File: config.mk
export PLATFORM = sky130hd
export DESIGN_NAME = lcb_cell
export DESIGN_NICKNAME = d
export VERILOG_FILES = /design/src/lcb_pkg.sv /design/src/lcb_cell.sv
export SDC_FILE = /design/constraint.sdc
export NUM_CORES = 1
export LEC_CHECK = 0
export CAP_MARGIN = 0
export CORE_MARGIN = 5
export CORE_UTILIZATION = 55
export CTS_BUF_LIST = sky130_fd_sc_hd__clkbuf_8
export CTS_CLUSTER_SIZE = 24
export DETAILED_ROUTE_END_ITERATION = 7
export DONT_BUFFER_PORTS = 1
export PLACE_DENSITY = 0.77
export SYNTH_ARGS = -nofsm -noshare
export SYNTH_HDL_FRONTEND = slang
export SYNTH_SLANG_ARGS = --single-unit
File: constraint.sdc
create_clock -name clk_i -period 2.32 [get_ports clk_i]
set_input_delay 0.116 -clock clk_i [delete_from_list [all_inputs] [get_ports clk_i]]
set_output_delay 0.116 -clock clk_i [all_outputs]
set_load 0.03 [all_outputs]
File: src/lcb_pkg.sv
`default_nettype none
package lcb_pkg;

  localparam int unsigned Entries = 64;

  typedef struct packed {
    logic        valid;
    logic [31:0] key;
    logic [31:0] size;
  } slot_t;

  typedef enum logic [1:0] {
    CELL_HOLD,
    CELL_TAKE,
    CELL_CLR
  } cell_cmd_e;

  typedef enum logic [2:0] {
    ST_IDLE,
    ST_LOOK,
    ST_EVICT,
    ST_INSERT,
    ST_RESP
  } state_e;

endpackage
`default_nettype wire

File: src/lcb_cell.sv
`default_nettype none
module lcb_cell (
  input  wire logic              clk_i,
  input  wire logic              rst_ni,
  input  wire lcb_pkg::cell_cmd_e cmd_i,
  input  wire lcb_pkg::slot_t    slot_i,
  input  wire logic [31:0]       key_i,
  output lcb_pkg::slot_t         slot_o,
  output logic                   match_o
);
  import lcb_pkg::*;

  logic        valid_q;
  logic [31:0] key_q, size_q;

  // Valid bit: take neighbor, clear on eviction
  always_ff @(posedge clk_i or negedge rst_ni) begin
    if (!rst_ni) begin
      valid_q <= 1'b0;
    end else begin
      case (cmd_i)
        CELL_TAKE: valid_q <= slot_i.valid;
        CELL_CLR:  valid_q <= 1'b0;
        default:   valid_q <= valid_q;
      endcase
    end
  end

  // Payload follows the valid bit on a take
  always_ff @(posedge clk_i) begin
    if (cmd_i == CELL_TAKE) begin
      key_q  <= slot_i.key;
      size_q <= slot_i.size;
    end
  end

  assign slot_o  = '{valid: valid_q, key: key_q, size: size_q};
  assign match_o = valid_q && (key_q == key_i);

endmodule
`default_nettype wire

## Word level (Yosys, flattened, before mapping)

Cells that the tools add are included.

- Mux-type cells: 1
- Equality and inequality tests: 3
- Reductions and logical operators: 2

Operators by type and width:

| operator | number |
|---|---|
| $eq A32 B32 Y1 | 1 |
| $eq A2 B1 Y1 const B | 1 |
| $eq A2 B2 Y1 const B | 1 |
| $pmux W1 S2 | 1 |
| $reduce_bool A2 Y1 | 1 |
| $logic_and A1 B1 Y1 | 1 |

- Flip-flop bits (word level): 65
- Output and inout bits: 66
- Input port bits: 101

## Longest topological paths before layout

Gate-level depths: netlist (run 1).

- Word-level depth: 2
- Gate-level depth with buffers: 4
- Mapped depth without buffers: 4

## Worst setup path after synthesis (run 1)

Ideal clock, no wire load.

- Path type: input to register
- From: in cmd_i[1]
- To: reg key_q[0] (enable)
- Setup slack: 0.185 ns
- Setup time: 0.429 ns
- Data required time: 1.891 ns
- Cell stages on the path: 2
- Path buffers: 0
- Data arrival time: 1.706 ns
- Cell sequence: inv_1 ha_1

- Longest elaborated chain between the ends: 1

Ends and longest elaborated chain:

| what | line | text |
|---|---|---|
| from (decl) | lcb_cell.sv:5 | `input wire lcb_pkg::cell_cmd_e cmd_i,` |
| $eq A2 B1 Y1 | lcb_cell.sv:31 | `if (cmd_i == CELL_TAKE) begin` |
| to (signal assigned) | lcb_cell.sv:32 | `key_q <= slot_i.key;` |
| to (decl) | lcb_cell.sv:14 | `logic [31:0] key_q, size_q;` |

No other way between the ends.
A chain may end at the register's enable or synchronous reset.

## Worst setup path in the final report (run 1)

- From: reg key_q[21]
- To: out match_o

- Longest elaborated chain between the ends: 2

Ends and longest elaborated chain:

| what | line | text |
|---|---|---|
| $eq A32 B32 Y1 | lcb_cell.sv:38 | `assign match_o = valid_q && (key_q == key_i);` |
| $logic_and A1 B1 Y1 | lcb_cell.sv:38 |  |
| to (decl) | lcb_cell.sv:9 | `output logic match_o` |

No other way between the ends.

==> impl_results.md, run 1 <==
- CTS buffer count: 9
- RSZ-0062 raised after global routing: no
- GRT overflow: 0
- Largest net degree at the start of global routing: 31
- CP Launch Type: flop
- Skew final: 0 ns
- CTS tree: yes
- Netlist cell types: 15
- Nets: 300
- Critical path capture point type: primary output
- Register area: 0.00195 mm2
- Width of the die: roughly 75 um
- Setup_tns: 0 ns
- Initial core utilization: 57.7%
- Dpl cell area: 0.00244 mm2
- GP Congestion: 0.787
- Min-delay worst type: primary input to flop
- Clock Tree Buf Depth: 2
- Register bit total from synthesis: 65
- CP cell instances: xor2_1, nor4_1, nand4_1, nor3_2, buf_4
- Clock Pin Slew Worst Setup and Hold Paths: 0.07 ns
- Core area: just over 0.004 mm2
- Initial DRC Count: 49
- Initial antenna violation count: 1
- Die area: between 0.005 and 0.006 mm2
- First-pass DRT Iterations: 4
- Slew @ Worst Pin: 0.382 ns
- Final hold vios: 0
- Slew Limit Headroom: between 70% and 80%
- DP HPWL: ~3800 um
- Required @ worst endpoint: between 2 and 2.5 ns
- Area growth syn-to-layout: 41.2%
- Clk root buf: clkbuf_8
- Worst-Skew Late Latency: 0.32 ns
- Final Cycle Share: 90.9%
- Leak pwr: 0.00118 uW
- FP Rows: 23
- Synth warn: 0
- DR vias: 1374
- CTS sink cnt: 65
- Pwr Total: between 2000 and 3000 uW
- Syn Inst Count: between 100 and 150
- Max Clock Freq: 0.474 GHz
- Routed len/inst: 24.0 um
- Syn_nets: 220
- Worst slack at placement: approximately 0.53 ns
- H-tree Lvls: 3
- Final worst setup slack: around 0.21 ns
- R2R Path Start: valid_q
- First-pass GRT wire length: 8180 um
- Post-Syn Area: 0.00236 mm2
- Worst EP arrival: 1.99 ns
- Max-cap violation count: 0
- Max-slew violation count: 0
- Critical path class: flop to primary output
- Critical-path maximum fanout: 2
- Slowest stage delay, CP: 0.55 ns
- Drt via density: 5.43
- Fillers: 223
- Share of cells above drive strength 1: 9.90%
- Slowest stage cell, crit path: edfxtp_1
- Multi-input gate area: 398 um2
- GR Util All Layers: 21.2%
- Tmin final: 2.11 ns
- DRC viols: 0
- Critical Path Start: key_q[21]
- Setup Buffers After CTS: 0
- Post-synthesis sequential area ratio: 82.6%
- Io pins: between 150 and 200
- Status: finished clean
- Post-Route WL: ~6100 um
- Start point of the worst hold path: cmd_i[1]
- Setup-failing EPs final: 0
- Syn avg cell area: 20.1 um2
- Port Buffers: 0
- Final instance area: 0.00333 mm2
- Vias in the first global route: 1586
- Pwr per Cell Area: 844 mW/mm2
- Max rail drop VDD: 0.000607 V
- Die H: roughly 75 um
- Post-route ant nets: 0
- Internal reg-to-reg setup slack: 1.51 ns
## cell usage after synthesis
library cell / n / area share, %
ha_1: 2 / 1.1
nand3_1: 2 / 0.42
xor2_1: 31 / 12
nor3_1: 1 / 0.21
xnor2_1: 1 / 0.37
nand4_1: 1 / 0.27
o21ai_0: 1 / 0.21
inv_1: 2 / 0.32
nand2_1: 1 / 0.16
edfxtp_1: 64 / 82
buf_4: 1 / 0.32
nor4_1: 7 / 1.9
dfrtp_1: 1 / 1.1
nand2b_1: 1 / 0.27
nor3_2: 1 / 0.42
## power by group
part	internal (uW)	switching, uW
Clock	603	438
Sequential	1390	209
Combinational	110	65.8
## worst max-delay path, delay by kind of cell, from the launching register on
family                 cells  cell delay, ns
XOR/XNOR                   1            0.20
flip-flops                 1            0.55
AND/OR/NAND/NOR            3            0.73
buffers and inverters      1            0.19
## final timing paths
path / to / depth (start not counted)
worst max-delay path: match_o / 5
worst min-delay path: valid_q / 2
worst max register to register: valid_q / 2
worst min register to register: valid_q / 2
max in group asynchronous: valid_q / 2
min in group asynchronous: valid_q / 2
## per-layer routing
layer,track usage (%),routed length (um)
met1,19.7,1840
met2,37.9,3300
met3,12.1,830
met4,8.35,114
met5,0,0
## logic make-up (layout without fill, tap and decap cells)
logic type	Yosys count	in the layout	synth area share [%]
buffers and inverters	3	88	0.637
other	0	1	0
flip-flops	65	65	82.6
AO/OA/AOI/OAI	1	1	0.212
XOR/XNOR	32	32	11.9
adder cells (fa/ha/maj)	2	2	1.06
AND/OR/NAND/NOR	14	14	3.61
## stage by stage
step                      cells  util, %  hold WS, ns
after floorplan             117        -       -0.180
after global placement      169     59.6       -0.180
after detailed placement    169     59.6       -0.180
after CTS                   252     81.4       0.0244
after global routing        253     81.5       0.0473
final                       253     81.5       0.0432
## registers in the layout, summed over array words and instances (netlist names)
| name | count |
|---|---|
| size_q | 32 |
| key_q | 32 |
| valid_q | 1 |
## what timing repair did
action                    4_1_cts  5_1_grt
hold buffers                   67        0
gates resized for setup         0        0
hold endpoints to repair       66        0
## layout make-up
type,instances,share of cell area [%]
antenna,1,0.0752
clock inverter,7,2.86
multi-input combinational,49,12.0
sequential,65,58.5
tap,50,1.88
timing repair buffer,70,20.8
inverter,2,0.225
clock buffer,9,3.72
## cells in the final DEF, fill, tap and decap left out
master / count
buf_4: 3
bufinv_16: 2
clkbuf_8: 9
clkinv_1: 1
clkinv_4: 1
clkinvlp_4: 3
dfrtp_1: 1
diode_2: 1
dlygate4sd3_1: 67
edfxtp_1: 64
ha_1: 1
ha_2: 1
inv_1: 2
nand2_1: 1
nand2b_1: 1
nand3_1: 2
nand4_1: 1
nor3_1: 1
nor3_2: 1
nor4_1: 7
o21ai_0: 1
xnor2_1: 1
xor2_1: 31
Note: power is estimated with default switching activity, not from simulation.
==> inputs of run 2 (changes only) <==
CORE_UTILIZATION = 41   (was 55)
PLACE_DENSITY = 0.62   (was 0.77)
==> run 2 against run 1 <==
Effect of this change:
- setup slack worse by 0.080 ns
- wire length shrank 8.5%
- sequential share of layout area shrank 0.50 points
- count of clock-buffer cells in the layout unchanged
- non-clock buffer count down 1
- global-route usage shrank 5.9 points
- largest cell class unchanged
- total power shrank 0.75%
==> impl_results.md, run 2 (synthesis results as in run 1) <==
- DRC viols: 0 (unchanged)
- Final Cycle Share: 94.4% (+3.4 points)
- Slew Limit Headroom: 60.7% (-14 points)
- Min-delay worst type: primary input to flop
- R2R Path Start: valid_q
- Reg2Reg Depth: 2 (unchanged)
- Pwr per Cell Area: 831 mW/mm2 (-1.6%)
- Util after Layout: 60.6% (-21 points)
- FP Rows: 27 (+17%)
- End of the worst register-to-register path: valid_q
- Tmin final: 2.19 ns (+0.0799 ns)
- CP cell instances: xor2_1, nor4_1, nand4_1, nor3_2, buf_4
- Max-cap violation count: 0 (unchanged)
- Share of cells above drive strength 1: 9.45% (-0.45 points)
- Fillers: 417 (+87%)
- Largest net degree at the start of global routing: 42 (+35%)
- Worst-Skew Late Latency: 0.32 ns (about the same)
- Hold path endpoint: valid_q
- CP Launch Type: flop
- Post_cts resized: 0 (unchanged)
- CTS buffer count: 9 (unchanged)
- Max Clock Freq: 0.457 GHz (-3.7%)
- Clock Pin Slew Worst Setup and Hold Paths: 0.07 ns (about the same)
- Worst slack at placement: 0.463 ns (-0.0648 ns)
- Vias in the first global route: 1564 (-1.4%)
- Max-slew violation count: 0 (unchanged)
- H-tree Lvls: 3 (unchanged)
- Die H: 85.8 um (+14%)
- Initial DRC Count: 59 (+20%)
- RSZ-0062 raised after global routing: no
- Critical path capture point type: primary output
- Slew @ Worst Pin: 0.590 ns (+0.208 ns)
- First-pass DRT Iterations: 4 (unchanged)
- Most frequent cells in the layout: dlygate4sd3_1 (67), edfxtp_1 (64), xor2_1 (31), clkbuf_8 (9), nor4_1 (7)
- Slowest stage cell, crit path: edfxtp_1
- Max rail drop VDD: 0.000456 V (-25%)
- Setup Buffers After CTS: 0 (unchanged)
- Final instance area: 0.00336 mm2 (+0.86%)
- Setup_tns: 0 ns (unchanged)
- Status: finished clean
- Post-Route WL: 5570 um (-8.5%)
- Die area: 0.00737 mm2 (+29%)
- Skew final: 0 ns (unchanged)
- Clk pwr share: 36.6% (-0.4 points)
- Switching share of total power: 24.7% (-0.68 points)
- Io pins: 167 (unchanged)
- Area growth syn-to-layout: 42.5%
- Post-route ant nets: 0 (unchanged)
- Drt via density: 4.84 (-11%)
- GP Congestion: 0.803 (+2.0%)
- Routed len/inst: 20.4 um (-15%)
- Final hold vios: 0 (unchanged)
- Final worst setup slack: 0.130 ns (-0.0799 ns)
- Core area: 0.00554 mm2 (+36%)
- Clock Tree Buf Depth: 2 (unchanged)
- CTS tree: yes
- Register area: 0.00195 mm2 (unchanged)
- Comb power frac: 6.3% (about the same)
- Worst EP arrival: 2.07 ns (+0.08 ns)
- Initial core utilization: 42.5% (-15 points)
- Slowest stage delay, CP: 0.55 ns (about the same)
- Width of the die: 85.8 um (+14%)
- Port Buffers: 0 (unchanged)
- GRT overflow: 0 (unchanged)
- Initial antenna violation count: 0 (-1)
- CTS sink cnt: 65 (unchanged)
- Leak pwr: 0.00118 uW (+0.56%)
- Ant. Diodes: 0 (-1)
- Hold Crit Depth: 2 (unchanged)
- Start point of the worst hold path: cmd_i[1]
- Critical path class: flop to primary output
- Placed insts: 190 (+12%)
- Multi-input gate area: 398 um2 (unchanged)
- GR Util All Layers: 15.3% (-5.9 points)
- Internal reg-to-reg setup slack: 1.53 ns (+0.02 ns)
- Regs by FF count: key_q x32, size_q x32, valid_q x1
- First-pass GRT wire length: 8070 um (-1.3%)
- Clk root buf: clkbuf_8
- Flop pwr share: 57.1% (+0.3 points)
- Nets: 299 (-0.33%)
- Dpl cell area: 0.00247 mm2 (+1.3%)
- Setup-failing EPs final: 0 (unchanged)
- Final cell count without fillers: 273 (+7.9%)
- Required @ worst endpoint: 2.20 ns (about the same)
- Critical-path maximum fanout: 2 (unchanged)
- DP HPWL: 3600 um (-6.0%)
- DR vias: 1321 (-3.9%)
- NetSw: 688 uW (-3.4%)
- Leading cell type in the layout, fill and taps excluded: dlygate4sd3_1
- Internal Power: 2100 uW (+0.16%)
run 2: layer usage:
metal | track usage [%] | part of all wire (%)
met1 | 12.3 | 29
met2 | 25.8 | 51
met3 | 11.9 | 18
met4 | 9.06 | 1.9
met5 | 0 | 0
run 2: power groups by stage:
stage | Clock, uW | Combinational (uW) | Sequential (uW)
floorplan | 0 | 72.4 | 1600
global placement | 0 | 76.6 | 1620
detailed placement | 0 | 80.7 | 1620
CTS | 1050 | 172 | 1590
global route | 1120 | 192 | 1600
finish | 1020 | 174 | 1590
run 2: worst max path at each step:
| stage | startpoint | end | slack, ns |
|---|---|---|---|
| 4_1_cts | key_q[21] | match_o | 0.08 |
| 2_1_floorplan | cmd_i[1] | key_q[0] | 0.18 |
| 3_5_place_dp | key_q[21] | match_o | 0.46 |
| 5_1_grt | key_q[21] | match_o | 0.007 |
| 3_3_place_gp | key_q[21] | match_o | 0.49 |
| 6_report | key_q[21] | match_o | 0.13 |
run 2: per-stage QoR:
stage                     hold WS [ns]  total power (uW)
after detailed placement        -0.180              1700
after global routing            0.0453              2910
after global placement          -0.180              1700
after CTS                       0.0237              2810
after floorplan                 -0.180              1670
final                           0.0388              2790
run 2: area by class of cell:
class	instances	share of cell area [%]
clock buffer	9	3.69
clock inverter	7	2.79
inverter	2	0.224
multi-input combinational	49	11.8
sequential	65	58.0
tap	72	2.68
timing repair buffer	69	20.8
run 2: what timing repair did:
item	CTS	global route
hold buffers	67	0
setup endpoints to repair	0	0
hold endpoints to repair	66	0
run 2: critical path, delay by kind of cell, from the launching register on:
| kind | cells | cell delay [ns] |
|---|---|---|
| DFF | 1 | 0.55 |
| and+or+nand+nor | 3 | 0.80 |
| xor gates and xnor gates | 1 | 0.20 |
| buffers and inverters | 1 | 0.18 |
